File: src/hw/rtl/assert_macros.svh
// ----------------------------------------------------------------------------
// assert_macros: concurrent assertion shorthands
// Implication helpers for same-cycle and next-cycle checks, with reset
// disable. Define ASSERT_OFF to compile them away.
// ----------------------------------------------------------------------------
`ifndef ASSERT_MACROS_SVH
`define ASSERT_MACROS_SVH

`ifndef ASSERT_OFF
// same-cycle implication
`define ASSERT_IMPL(name, clk, rst_n, ante, cons) \
	name: assert property (@(posedge clk) disable iff (!(rst_n)) (ante) |-> (cons)) \
		else $error("assertion failed");
// next-cycle implication
`define ASSERT_NEXT(name, clk, rst_n, ante, cons) \
	name: assert property (@(posedge clk) disable iff (!(rst_n)) (ante) |=> (cons)) \
		else $error("assertion failed");
`else
`define ASSERT_IMPL(name, clk, rst_n, ante, cons)
`define ASSERT_NEXT(name, clk, rst_n, ante, cons)
`endif

`endif

File: src/hw/rtl/ttd_pkg.sv
// ----------------------------------------------------------------------------
// ttd_pkg: shared types and constants of the tap detector
// History depth, field widths, register codes and the transaction structs.
// ----------------------------------------------------------------------------
package ttd_pkg;

	localparam int HIST_DEPTH = 32;
	localparam int IDX_W      = $clog2(HIST_DEPTH);
	localparam int COORD_W    = 16;
	localparam int WIN_W      = 5;
	localparam int CFG_IDX_W  = 2;
	localparam int CFG_DATA_W = 16;

	localparam logic [COORD_W-1:0] DIST_RESET = COORD_W'(5);
	localparam logic [WIN_W-1:0]   WIN_RESET  = WIN_W'(8);

	localparam logic [CFG_IDX_W-1:0] CFG_TAP_DISTANCE = CFG_IDX_W'(0);
	localparam logic [CFG_IDX_W-1:0] CFG_TAP_WINDOW   = CFG_IDX_W'(1);

	typedef struct packed {
		logic               valid;
		logic [COORD_W-1:0] x;
		logic [COORD_W-1:0] y;
	} sample_t;

	typedef struct packed {
		logic               touch_present;
		logic [COORD_W-1:0] touch_x;
		logic [COORD_W-1:0] touch_y;
	} tap_in_t;

	typedef struct packed {
		logic               tap_found;
		logic [COORD_W-1:0] tap_x;
		logic [COORD_W-1:0] tap_y;
		logic               touch_active;
	} tap_out_t;

	// control from the sequencer to the window checker
	typedef struct packed {
		logic start;
		logic step;
	} chk_ctrl_t;

	typedef enum logic [2:0] {
		ST_IDLE   = 3'b001,
		ST_WALK   = 3'b010,
		ST_FINISH = 3'b100
	} state_t;

endpackage

File: src/hw/rtl/ttd_cell.sv
// ----------------------------------------------------------------------------
// ttd_cell: one history entry of the sample ring
// Takes either a fresh sample or its neighbor's entry when the ring shifts.
// ----------------------------------------------------------------------------
module ttd_cell import ttd_pkg::*; (
	input  logic    clk,
	input  logic    arst_n,
	input  logic    shift,
	input  logic    load,
	input  sample_t sample_in,
	input  sample_t neigh_in,
	output sample_t entry
);

	sample_t d;
	logic    valid_q;
	logic [COORD_W-1:0] x_q;
	logic [COORD_W-1:0] y_q;

	assign d = load ? sample_in : neigh_in;

	always_ff @(posedge clk or negedge arst_n) begin
		if (!arst_n) begin
			valid_q <= 1'b0;
		end else if (shift) begin
			valid_q <= d.valid;
		end
	end

	always_ff @(posedge clk) begin
		if (shift) begin
			x_q <= d.x;
			y_q <= d.y;
		end
	end

	assign entry = '{valid: valid_q, x: x_q, y: y_q};

endmodule

File: src/hw/rtl/ttd_window.sv
// ----------------------------------------------------------------------------
// ttd_window: tap window checker
// Holds the candidate point and folds each entry passing the ring tap into
// the tap verdict and the all-empty flag.
// ----------------------------------------------------------------------------
module ttd_window import ttd_pkg::*; (
	input  logic               clk,
	input  logic               arst_n,
	input  chk_ctrl_t          ctrl,
	input  sample_t            cand_in,
	input  sample_t            entry,
	input  logic [IDX_W-1:0]   offset,
	input  logic [COORD_W-1:0] tap_distance,
	input  logic [WIN_W-1:0]   tap_window,
	output logic               tap_ok,
	output logic               all_empty,
	output sample_t            cand
);

	sample_t cand_q;
	logic    ok_q;
	logic    empty_q;
	logic    covered;
	logic    near;
	logic [COORD_W-1:0] dx;
	logic [COORD_W-1:0] dy;

	// offsets 1 .. window+1 back from the newest entry; a window that
	// reaches around the ring covers every entry
	assign covered = ((int'(offset) >= 1) && (int'(offset) <= int'(tap_window) + 1))
		|| (int'(tap_window) + 1 >= HIST_DEPTH);

	assign dx = (cand_q.x > entry.x) ? cand_q.x - entry.x : entry.x - cand_q.x;
	assign dy = (cand_q.y > entry.y) ? cand_q.y - entry.y : entry.y - cand_q.y;
	assign near = entry.valid && (dx <= tap_distance) && (dy <= tap_distance);

	always_ff @(posedge clk or negedge arst_n) begin
		if (!arst_n) begin
			ok_q    <= 1'b0;
			empty_q <= 1'b0;
		end else if (ctrl.start) begin
			ok_q    <= 1'b1;
			empty_q <= 1'b1;
		end else if (ctrl.step) begin
			ok_q    <= ok_q && (!covered || near);
			empty_q <= empty_q && !entry.valid;
		end
	end

	always_ff @(posedge clk) begin
		if (ctrl.start) begin
			cand_q <= cand_in;
		end
	end

	assign tap_ok    = ok_q;
	assign all_empty = empty_q;
	assign cand      = cand_q;

endmodule

File: src/hw/rtl/touch_tap_detector.sv
// ----------------------------------------------------------------------------
// touch_tap_detector: tap gesture recognizer over a ring of touch samples
// A lift during an active touch walks the whole ring, one entry a cycle;
// every other sample is answered directly.
// ----------------------------------------------------------------------------
// The sample is shifted into the ring on acceptance and ST_FINISH loads the
// result; a lift while active first rotates the ring through the checker
// tap in ST_WALK. No new sample is taken until the result has been loaded.
// A new sample is taken while the previous result still waits at the output.
// Reset clears all entry valid bits at once, the touch session flag and the
// output valid flag; tap_distance returns to 5, tap_window to 8.
module touch_tap_detector import ttd_pkg::*; (
	input  logic                  clk,
	input  logic                  arst_n,
	input  logic                  in_valid,
	output logic                  in_stall,
	input  tap_in_t               in_data,
	output logic                  out_valid,
	input  logic                  out_stall,
	output tap_out_t              out_data,
	input  logic                  cfg_valid,
	output logic                  cfg_ready,
	input  logic [CFG_IDX_W-1:0]  cfg_index,
	input  logic [CFG_DATA_W-1:0] cfg_data
);

	`include "assert_macros.svh"

	state_t             state_q;
	logic [IDX_W-1:0]   step_q;
	logic               session_q;
	logic               walked_q;
	logic [COORD_W-1:0] dist_q;
	logic [WIN_W-1:0]   win_q;
	tap_out_t           out_q;
	logic               out_valid_q;

	logic      accept;
	logic      need_walk;
	logic      last_step;
	logic      load_out;
	logic      ring_shift;
	sample_t   new_sample;
	sample_t   ring [HIST_DEPTH];
	sample_t   neigh [HIST_DEPTH];
	chk_ctrl_t chk_ctrl;
	logic      tap_ok;
	logic      all_empty;
	sample_t   cand;
	logic [IDX_W-1:0] offset;
	tap_out_t  res;

	assign cfg_ready = 1'b1;

	always_ff @(posedge clk or negedge arst_n) begin
		if (!arst_n) begin
			dist_q <= DIST_RESET;
			win_q  <= WIN_RESET;
		end else if (cfg_valid && cfg_ready) begin
			unique case (cfg_index)
				CFG_TAP_DISTANCE: dist_q <= cfg_data;
				CFG_TAP_WINDOW:   win_q  <= cfg_data[WIN_W-1:0];
				default: ;
			endcase
		end
	end

	assign in_stall  = (state_q != ST_IDLE);
	assign accept    = in_valid && !in_stall;
	assign need_walk = !in_data.touch_present && session_q;
	assign last_step = (step_q == IDX_W'(HIST_DEPTH - 1));
	assign load_out  = (state_q == ST_FINISH) && (!out_valid_q || !out_stall);

	// the ring shifts once to take a sample, then rotates a full turn on a walk
	assign ring_shift = accept || (state_q == ST_WALK);
	assign new_sample = in_data.touch_present
		? sample_t'{valid: 1'b1, x: in_data.touch_x, y: in_data.touch_y}
		: sample_t'{valid: 1'b0, x: '0, y: '0};

	always_comb begin
		neigh[0] = ring[HIST_DEPTH-1];
		for (int k = 1; k < HIST_DEPTH; k++) begin
			neigh[k] = ring[k-1];
		end
	end

	for (genvar k = 0; k < HIST_DEPTH; k++) begin : g_cell
		ttd_cell u_cell (
			.clk       (clk),
			.arst_n    (arst_n),
			.shift     (ring_shift),
			.load      ((k == 0) && accept),
			.sample_in (new_sample),
			.neigh_in  (neigh[k]),
			.entry     (ring[k])
		);
	end

	// the last cell holds the entry HIST_DEPTH-1-step places behind the newest
	assign offset         = IDX_W'(HIST_DEPTH - 1) - step_q;
	assign chk_ctrl.start = accept && need_walk;
	assign chk_ctrl.step  = (state_q == ST_WALK);

	ttd_window u_window (
		.clk          (clk),
		.arst_n       (arst_n),
		.ctrl         (chk_ctrl),
		.cand_in      (ring[0]),
		.entry        (ring[HIST_DEPTH-1]),
		.offset       (offset),
		.tap_distance (dist_q),
		.tap_window   (win_q),
		.tap_ok       (tap_ok),
		.all_empty    (all_empty),
		.cand         (cand)
	);

	always_comb begin
		res.tap_found    = walked_q && tap_ok;
		res.tap_x        = res.tap_found ? cand.x : '0;
		res.tap_y        = res.tap_found ? cand.y : '0;
		res.touch_active = walked_q ? !all_empty : session_q;
	end

	always_ff @(posedge clk or negedge arst_n) begin
		if (!arst_n) begin
			state_q   <= ST_IDLE;
			step_q    <= '0;
			session_q <= 1'b0;
			walked_q  <= 1'b0;
		end else begin
			unique case (state_q)
				ST_IDLE: begin
					if (accept) begin
						walked_q <= need_walk;
						step_q   <= '0;
						if (in_data.touch_present) begin
							session_q <= 1'b1;
						end
						state_q <= need_walk ? ST_WALK : ST_FINISH;
					end
				end
				ST_WALK: begin
					step_q <= step_q + IDX_W'(1);
					if (last_step) begin
						state_q <= ST_FINISH;
					end
				end
				ST_FINISH: begin
					if (load_out) begin
						session_q <= res.touch_active;
						state_q   <= ST_IDLE;
					end
				end
				default: state_q <= ST_IDLE;
			endcase
		end
	end

	always_ff @(posedge clk or negedge arst_n) begin
		if (!arst_n) begin
			out_valid_q <= 1'b0;
		end else if (load_out) begin
			out_valid_q <= 1'b1;
		end else if (!out_stall) begin
			out_valid_q <= 1'b0;
		end
	end

	always_ff @(posedge clk) begin
		if (load_out) begin
			out_q <= res;
		end
	end

	assign out_valid = out_valid_q;
	assign out_data  = out_q;

	`ASSERT_NEXT(a_walk_start, clk, arst_n, accept && need_walk,
		(state_q == ST_WALK) && (step_q == '0))
	`ASSERT_NEXT(a_walk_end, clk, arst_n, (state_q == ST_WALK) && last_step,
		state_q == ST_FINISH)
	`ASSERT_IMPL(a_tap_active, clk, arst_n, out_valid && out_data.tap_found,
		out_data.touch_active)

endmodule

File: config.mk
export PLATFORM = sky130hd
export DESIGN_NAME = touch_tap_detector
export DESIGN_NICKNAME = d
export VERILOG_FILES = /design/src/hw/rtl/ttd_pkg.sv /design/src/hw/rtl/ttd_cell.sv /design/src/hw/rtl/ttd_window.sv /design/src/hw/rtl/touch_tap_detector.sv
export VERILOG_INCLUDE_DIRS = /design/src /design/src/hw/rtl
export SDC_FILE = /design/constraint.sdc
export NUM_CORES = 1
export LEC_CHECK = 0
export ABC_AREA = 1
export BUFFER_PORTS_ARGS = -buffer_cell sky130_fd_sc_hd__buf_2
export CAP_MARGIN = 40
export CORE_MARGIN = 1
export CORE_UTILIZATION = 40
export CTS_CLUSTER_DIAMETER = 80
export DETAILED_ROUTE_END_ITERATION = 8
export PLACE_DENSITY_LB_ADDON = 0.25
export SETUP_SLACK_MARGIN = 0.3
export SLEW_MARGIN = 20
export SYNTH_ARGS = -nofsm -noshare
export SYNTH_HDL_FRONTEND = slang
export SYNTH_SLANG_ARGS = --single-unit
File: constraint.sdc
create_clock -name clk -period 37.4 [get_ports clk]
set_clock_uncertainty 0.1 [all_clocks]
set_input_delay 1.87 -clock clk [delete_from_list [all_inputs] [get_ports clk]]
set_output_delay 1.87 -clock clk [all_outputs]
set_load 0.02 [all_outputs]
==> Word-level counts from Yosys, hierarchy flattened <==
Index checks and enable logic that the tools add are counted.
Widths: inputs -> output; s select.
{ "classes": {"add_sub_neg": 7, "n_reduce_logical": 31, "n_lt_le_gt_ge": 7, "eq_ne": 11, "mux": 22} }
{ "ops": {"columns": ["cell", "count"], "rows": [
  ["$mux 33", 2],
  ["$sub 16x16->16", 4],
  ["$ge 32x7->1 const B", 1],
  ["$gt 16x16->1", 2],
  ["$le 16x16->1", 2],
  ["$mux 16", 2],
  ["$mux 3", 4],
  ["$logic_and 1x1->1", 10],
  ["$mux 1", 10],
  ["$pmux 5 s2", 1],
  ["$pmux 3 s3", 1],
  ["$ne 2x2->1 const B", 4],
  ["$reduce_and 2->1", 4],
  ["$logic_not 1->1", 7],
  ["$add 5x1->6 const B", 1],
  ["$le 5x6->1", 1],
  ["$reduce_bool 2->1", 3],
  ["$add 5x1->5 const B", 1],
  ["$eq 5x5->1 const B", 1],
  ["$ge 5x1->1 const B", 1],
  ["$mux 5", 1],
  ["$sub 5x5->5 const A", 1],
  ["$logic_or 1x1->1", 4],
  ["$reduce_and 4->1", 1],
  ["other kinds (9)", 9]
]} }
{ "word_totals": {"inputBits": 56, "regBits": 1156} }

==> Longest topological paths before layout <==
Gate-level depths: netlist (run 1).
{ "depth": {"depth_word": 9, "depth_mapped": 31, "ltp_nobuf": 29} }

==> Cells and area by module <==
From an unflattened synthesis (run 1), not the netlist that was laid out.
{ "unflattened": {"cells_unflattened": 5927, "hier_area_um2": 56845.8} }
{ "modules_own_cells": {"columns": ["module", "area_each_um2", "cells_per_inst", "n_inst", "seq_area_each_um2"], "rows": [
  ["ttd_cell", 1492.7, 146, 32, 985.9],
  ["ttd_window", 6100.9, 940, 1, 1041.0],
  ["touch_tap_detector", 2979.1, 315, 1, 1826.8]
]} }

==> Least setup slack after synthesis (run 1) <==
Ideal clock, no wire load.
{ "synth_timing": {"path_type": "input port to flip-flop", "start": "input port in_valid", "end": "register step_q[2]", "setup_time_ns": 0.688, "n_path_buf": 1, "stages": 6, "setup_slack_ns": 22.524, "arrival_time_ns": 14.088, "required_time_ns": 36.612, "cell_sequence": "inv_1 nor2_2 nor2_2 inv_2 buf_2 o32ai_1"} }
{ "synth_via": {"elab_chain_len": 3} }
{ "synth_rtl": {"columns": ["element", "line_no", "source"], "rows": [
  ["start: declaration", "touch_tap_detector.sv:15", "input logic in_valid,"],
  ["$logic_and 1x1->1", "touch_tap_detector.sv:69", "assign accept = in_valid && !in_stall;"],
  ["$ne 2x2->1 (no line)", null, null],
  ["$reduce_and 2->1 (no line)", null, null],
  ["end signal: assignment", "touch_tap_detector.sv:144", "step_q <= step_q + IDX_W'(1);"],
  ["end: declaration", "touch_tap_detector.sv:30", "logic [IDX_W-1:0] step_q;"]
]} }
No other way between the ends.
A chain may end at the register's enable or synchronous reset.

==> Worst setup path after layout (run 1) <==
{ "layout_timing": {"start": "input port in_valid", "end": "register g_cell[17].u_cell.x_q[12] (enable)"} }
{ "layout_via": {"elab_chain_len": 2} }
{ "layout_rtl": {"columns": ["element", "line_no", "source"], "rows": [
  ["$logic_and 1x1->1", "touch_tap_detector.sv:69", null],
  ["$logic_or 1x1->1", "touch_tap_detector.sv:75", "assign ring_shift = accept || (state_q == ST_WALK);"],
  ["end signal: assignment", "ttd_cell.sv:32", "x_q <= d.x;"],
  ["end: declaration", "ttd_cell.sv:17", "logic [COORD_W-1:0] x_q;"]
]} }
No other way between the ends.

==> impl_metrics.env, run 1 <==
export IMPL_status="complete, no violations"
export IMPL_gp_congestion=0.8542
export IMPL_cts_tree="built"
export IMPL_fmax_mhz=161.7
export IMPL_ios=93
export IMPL_end_kind="flop"
export IMPL_io_buffers=91
export IMPL_yosysSeqAreaShare=0.8431
export IMPL_pre_cts_ws_ns=30.47
export IMPL_hold_viol_final=0
export IMPL_hold_buffers=0
export IMPL_rows=116
export IMPL_cts_path_max_buffers=3
export IMPL_h_tree_depth=3
export IMPL_yosys_top_cells_count="1,090 x edfxtp_1, 336 x nand2_1, 200 x inv_1, 119 x nor2_1, 103 x ha_1"
export IMPL_multi_input_area_sq_mm=0.005411
export IMPL_grt_usage=0.1379
export IMPL_crit_fanout=83
export IMPL_avgViaCountPerCell=4.708
export IMPL_slowest_stage="buf_4"
export IMPL_vias=18800
export IMPL_rsz0062_at_grt="no"
export IMPL_start_util=0.4055
export IMPL_first_global_vias=18780
export IMPL_hpwl_microns=42250
export IMPL_syn_nets=2508
export IMPL_arrival_ns=6.42
export IMPL_wl_microns=69190
export IMPL_leakage_nw=17.19
export IMPL_critPathMaxStageDelay_ns=0.69
export IMPL_synth_area_leaders="edfxtp_1 80%, dfrtp_1 3.8%, ha_1 3.2%"
export IMPL_synth_top_area_cell="edfxtp_1"
export IMPL_path_common_cell="buf_4"
export IMPL_synth_seq_cells=1156
export IMPL_worstPathCellList="buf_2 -> inv_1 -> nor2_4 -> buf_4 -> nor2_2 -> buf_4 -> inv_8 -> buf_16 -> buf_4 -> buf_4 -> buf_4 -> buf_4 -> buf_16"
export IMPL_setup_violations=0
export IMPL_synth_edff_count=1090
export IMPL_grt_max_degree=149
export IMPL_p_per_area_mw_per_mm2=88.99
export IMPL_grt_overflow=0
export IMPL_finalNetCount=2710
export IMPL_yosys_cell_types_count=45
export IMPL_startpoint="in_valid"
export IMPL_drive_gt1_frac=0.1308
export IMPL_synthFlopType="edfxtp_1"
export IMPL_wl_per_cell_microns=17.32
export IMPL_worst_slack_ns=31.21
export IMPL_final_antenna_net_count=0
export IMPL_clkLatencyLatePin_ns=0.68
export IMPL_floorplan_die_area_sq_mm=0.1032
export IMPL_critPathTopFamily="buffers and inverters"
export IMPL_worstHoldStart="g_cell[10].u_cell.y_q[12]"
export IMPL_cts_resized=0
export IMPL_core_sq_mm=0.1006
export IMPL_seq_area_sq_mm=0.03439
export IMPL_yosys_warnings=0
export IMPL_fin_util=0.4667
export IMPL_areaGrowthSynthToFinish_pct=15.10
export IMPL_fin_crit_sh=0.1654
export IMPL_slew_violations=0
export IMPL_grt_pass1_wl_microns=109400
export IMPL_fill_cells=8532
export IMPL_synthCells=2345
export IMPL_syn_cell_area_sq_mm=0.04079
export IMPL_r2r_start="state_q[0]"
export IMPL_cp_start_kind="primary input"
export IMPL_period_minus_slack_ns=6.186
export IMPL_drt_iter0_drc=1511
export IMPL_die_h_microns=321.3
export IMPL_cts_buffers=113
export IMPL_crit_type="primary input to flop"
export IMPL_worst_pin_slew_ns=0.7796
export IMPL_synth_most_common_cell="edfxtp_1"
export IMPL_critical_path_required_ns=37.64
export IMPL_antennaDiodeCount=0
export IMPL_cts_setup_buffers=0
export IMPL_setup_tns_ns=0
export IMPL_antenna_found_initial=2
export IMPL_dr_pass1_iters=5
export IMPL_worst_path_buf_inv=11
export IMPL_vdd_drop_max_v=0.00004400
export IMPL_cap_violations=0
export IMPL_root_buffer="clkbuf_16"
export IMPL_async_flop_share=0.05709
export IMPL_die_w_microns=321.3
export IMPL_yosys_area_top_type_share=0.8025
export IMPL_clkSinkCount=1156
export IMPL_hold_path_class="flop to flop"
export IMPL_drc_errors=0
export IMPL_synth_area_per_cell_sq_um=17.39
export IMPL_max_slew_margin=0.4802
export IMPL_clkTransAtPathRegs_ns=0.06
[per-layer routing]
| layer | share of wire | vias up | GRT usage | wire length [microns] |
|---|---|---|---|---|
| li1 | - | 8819 | - | - |
| met1 | 0.50 | 9505 | 0.2139 | 34440 |
| met2 | 0.43 | 382 | 0.1958 | 29810 |
| met3 | 0.052 | 96 | 0.02456 | 3590 |
| met4 | 0.020 | 0 | 0.04476 | 1356 |
| met5 | 0 | - | 0 | 0 |
[state kept, by name, summed over array words and instances, names as in the netlist, 3 cells and up]
signal / cells
state_q: 3
g_cell.u_cell.valid_q: 32
step_q: 5
win_q: 5
u_window.cand: 32
g_cell.u_cell.x_q: 512
out_data: 34
g_cell.u_cell.y_q: 512
dist_q: 16
[final timing paths]
kind,slack [ns],end,cells past startpoint
worst min register to register,0.31,g_cell[11].u_cell.y_q[12],0
worst max register to register,31.63,g_cell[17].u_cell.x_q[12],14
max in group asynchronous,35.60,state_q[0],3
worst max-delay path,31.21,g_cell[17].u_cell.x_q[12],13
worst min-delay path,0.31,g_cell[11].u_cell.y_q[12],0
min in group asynchronous,1.02,win_q[0],2
[worst reg2reg max path: stages, from the launching register on]
cell and delay (ns):
dfstp_2 0.53, inv_1 0.05, nor3_1 0.21, inv_1 0.18, nor2_4 0.11, buf_4 0.60
nor2_2 0.05, buf_4 0.27, inv_8 0.38, buf_16 0.36, buf_4 0.42, buf_4 0.50
buf_4 0.72, buf_4 0.56, buf_16 0.34
[kinds of logic (layout without fill, tap and decap cells)]
group,count (synthesis),in the layout,share of synthesized area
AO/OA/AOI/OAI,202,202,0.02687
XOR/XNOR,53,53,0.01138
adder cells (fa/ha/maj),107,107,0.03356
buffers and inverters,244,536,0.02479
flip-flops,1156,1156,0.8431
other,1,1,0.00009194
AND/OR/NAND/NOR,582,582,0.06019
[power breakdown]
group | internal (mW) | switching, mW
Sequential | 2.10 | 0.144
Clock | 0.651 | 0.467
Combinational | 0.228 | 0.589
Total | 2.98 | 1.20
[layout by cell type, fill, tap and decap left out, types with 8 or more instances in the layout]
master | synthesis | routed
edfxtp_1 | 1090 | 1090
nand2_1 | 336 | 335
inv_1 | 200 | 200
nor2_1 | 119 | 119
clkbuf_16 | 0 | 115
ha_1 | 103 | 103
buf_2 | 8 | 91
o21ai_0 | 86 | 86
nand3_1 | 78 | 78
a21oi_1 | 79 | 78
dfrtp_1 | 62 | 62
xor2_1 | 46 | 46
clkinv_1 | 0 | 24
nand2_2 | 20 | 21
clkinv_2 | 0 | 17
buf_4 | 7 | 16
clkbuf_1 | 13 | 15
bufinv_16 | 0 | 12
o21bai_1 | 11 | 11
buf_16 | 0 | 11
clkinvlp_4 | 0 | 8
[per-stage QoR]
| step | hold WS, ns | instance area, sq um | power [mW] | instances |
|---|---|---|---|---|
| after detailed placement | 0.3045 | 43190 | 3.085 | 3787 |
| after global placement | 0.3007 | 42870 | 3.026 | 3774 |
| final | 0.3069 | 46940 | 4.178 | 3994 |
| after CTS | 0.3077 | 46890 | 4.237 | 3992 |
| after floorplan | 0.3003 | 40790 | 3.022 | 2345 |
| after global routing | 0.3145 | 46940 | 4.428 | 3994 |
[cell type report]
class,count,share of cell area
flip-flops and latches,1156,0.7325
multi-input cells,945,0.1153
clock buffers,133,0.06338
well taps,1357,0.03617
repair buffers,122,0.02031
inverters,209,0.01698
clock inverters,72,0.01535
Note: power is estimated with default switching activity, not from simulation.
==> inputs of run 2 (changes only) <==
Clock period 37.4 ns to 5.1 ns, I/O delays scaled along.
==> impl_metrics.env, run 2 (synthesized netlist as in run 1, its figures left out) <==
export IMPL_hold_buffers=54
export IMPL_areaGrowthSynthToFinish_pct=15.82
export IMPL_final_cell_area_sq_mm=0.04724
export IMPL_cts_path_max_buffers=3
export IMPL_crit_fanout=4
export IMPL_cts_resized=0
export IMPL_fill_cells=8491
export IMPL_die_w_microns=321.3
export IMPL_cts_setup_buffers=0
export IMPL_grt_usage=0.1412
export IMPL_final_antenna_net_count=0
export IMPL_holdWs_ns=0.05366
export IMPL_cts_tree="built"
export IMPL_gp_congestion=0.8316
export IMPL_slowest_stage="fa_1"
export IMPL_worstPathCellList="inv_1 -> ha_1 -> inv_1 -> fa_1 -> nand2_1 -> nand2_1 -> a21oi_1 -> xor2_1 -> nand2_1 -> nand2_1 -> inv_1 -> ha_1 -> nand2_1 -> nor4_1 -> nand2_1 -> nand2_1 -> nand2_1 -> nand3_1 -> nand2_1 -> nand2_1 -> nand2_1"
export IMPL_worst_pin_slew_ns=0.7741
export IMPL_critical_path_required_ns=5.57
export IMPL_stdcell_count=4055
export IMPL_hold_path_class="primary input to asynchronous set/reset pin"
export IMPL_vias=18880
export IMPL_worst_path_buf_inv=3
export IMPL_p_per_area_mw_per_mm2=643.9
export IMPL_path_common_cell="nand2_1"
export IMPL_first_global_vias=19110
export IMPL_fmax_mhz=285.1
export IMPL_leakage_nw=17.31
export IMPL_setup_tns_ns=0
export IMPL_period_minus_slack_ns=3.507
export IMPL_finalNetCount=2765
export IMPL_rsz0062_at_grt="no"
export IMPL_dr_pass1_iters=4
export IMPL_critPathTopFamily="simple AND/OR/NAND/NOR gates"
export IMPL_status="complete, no violations"
export IMPL_arrival_ns=3.97
export IMPL_io_buffers=91
export IMPL_drive_gt1_frac=0.1257
export IMPL_antenna_found_initial=2
export IMPL_layout_cells_most_common="edfxtp_1"
export IMPL_clkTransAtPathRegs_ns=0.06
export IMPL_setup_violations=0
export IMPL_start_util=0.4055
export IMPL_h_tree_depth=3
export IMPL_core_sq_mm=0.1006
export IMPL_grt_max_degree=134
export IMPL_cp_start_kind="flop"
export IMPL_grt_overflow=0
export IMPL_end_kind="flop"
export IMPL_cts_buffers=112
export IMPL_avgViaCountPerCell=4.657
export IMPL_slew_violations=0
export IMPL_grt_pass1_wl_microns=111800
export IMPL_clkLatencyLatePin_ns=0.69
export IMPL_rows=116
export IMPL_cap_violations=0
export IMPL_critPathMaxStageDelay_ns=0.42
export IMPL_vdd_drop_max_v=0.0003609
export IMPL_max_slew_margin=0.4839
export IMPL_drt_iter0_drc=1558
export IMPL_pre_cts_ws_ns=1.563
export IMPL_dpl_cell_area_sq_mm=0.04311
export IMPL_die_h_microns=321.3
export IMPL_drc_errors=0
export IMPL_ios=93
export IMPL_wl_microns=70940
export IMPL_crit_type="flop to flop"
export IMPL_root_buffer="clkbuf_16"
export IMPL_worst_slack_ns=1.593
export IMPL_wl_per_cell_microns=17.50
export IMPL_post_place_cells=3790
export IMPL_hold_viol_final=0
export IMPL_clkSinkCount=1156
export IMPL_layout_common_cells="1,090 x edfxtp_1, 335 x nand2_1, 200 x inv_1"
export IMPL_fin_crit_sh=0.6877
export IMPL_hpwl_microns=43040
export IMPL_floorplan_die_area_sq_mm=0.1032
-- run 2: power breakdown --
group          internal [mW]  leakage [nW]  total [mW]  switching (mW)
clock                   4.48          1.73        7.96            3.48
sequential              15.4          11.1        16.5            1.06
combinational           1.62          4.50        5.99            4.38
total                   21.5          17.3        30.4            8.92
-- run 2: area by class of cell --
type                            count  area [sq um]  share of cell area
Sequential cell                  1156         34390              0.7279
Tap cell                         1357          1698             0.03594
Clock buffer                      135          2889             0.06116
Timing Repair Buffer              178          1371             0.02903
Inverter                          209         797.0             0.01687
Clock inverter                     74         683.2             0.01446
Multi-Input combinational cell    945          5411              0.1146
Antenna cell                        1         2.502          0.00005297
-- run 2: per-layer routing --
metal	GRT usage	share of wire
met1	0.2197	0.51
met5	0	0
met4	0.04614	0.021
met2	0.2005	0.43
met3	0.02374	0.041
-- run 2: tightest hold or removal path: stages --
cell and delay, ns:
dlygate4sd3_1 0.52, buf_2 0.10, buf_4 0.40
-- run 2: final timing paths --
path                                                start                   endpoint  slack (ns)  cells after the start
max in group asynchronous                          arst_n                  dist_q[2]        4.22                      4
worst max register to register   g_cell[31].u_cell.y_q[0]            u_window.tap_ok        1.59                     21
worst min register to register  g_cell[26].u_cell.x_q[12]  g_cell[27].u_cell.x_q[12]        0.31                      0
worst max-delay path             g_cell[31].u_cell.y_q[0]            u_window.tap_ok        1.59                     21
worst min-delay path                               arst_n                  out_valid        0.05                      3
min in group clk                             cfg_index[1]                  dist_q[2]        0.11                      4
-- run 2: metrics by stage --
step	power, mW	util
floorplan	20.65	-
global placement	22.41	0.4279
detailed placement	22.66	0.4286
CTS	30.90	0.4694
global route	32.24	0.4696
finish	30.42	0.4697
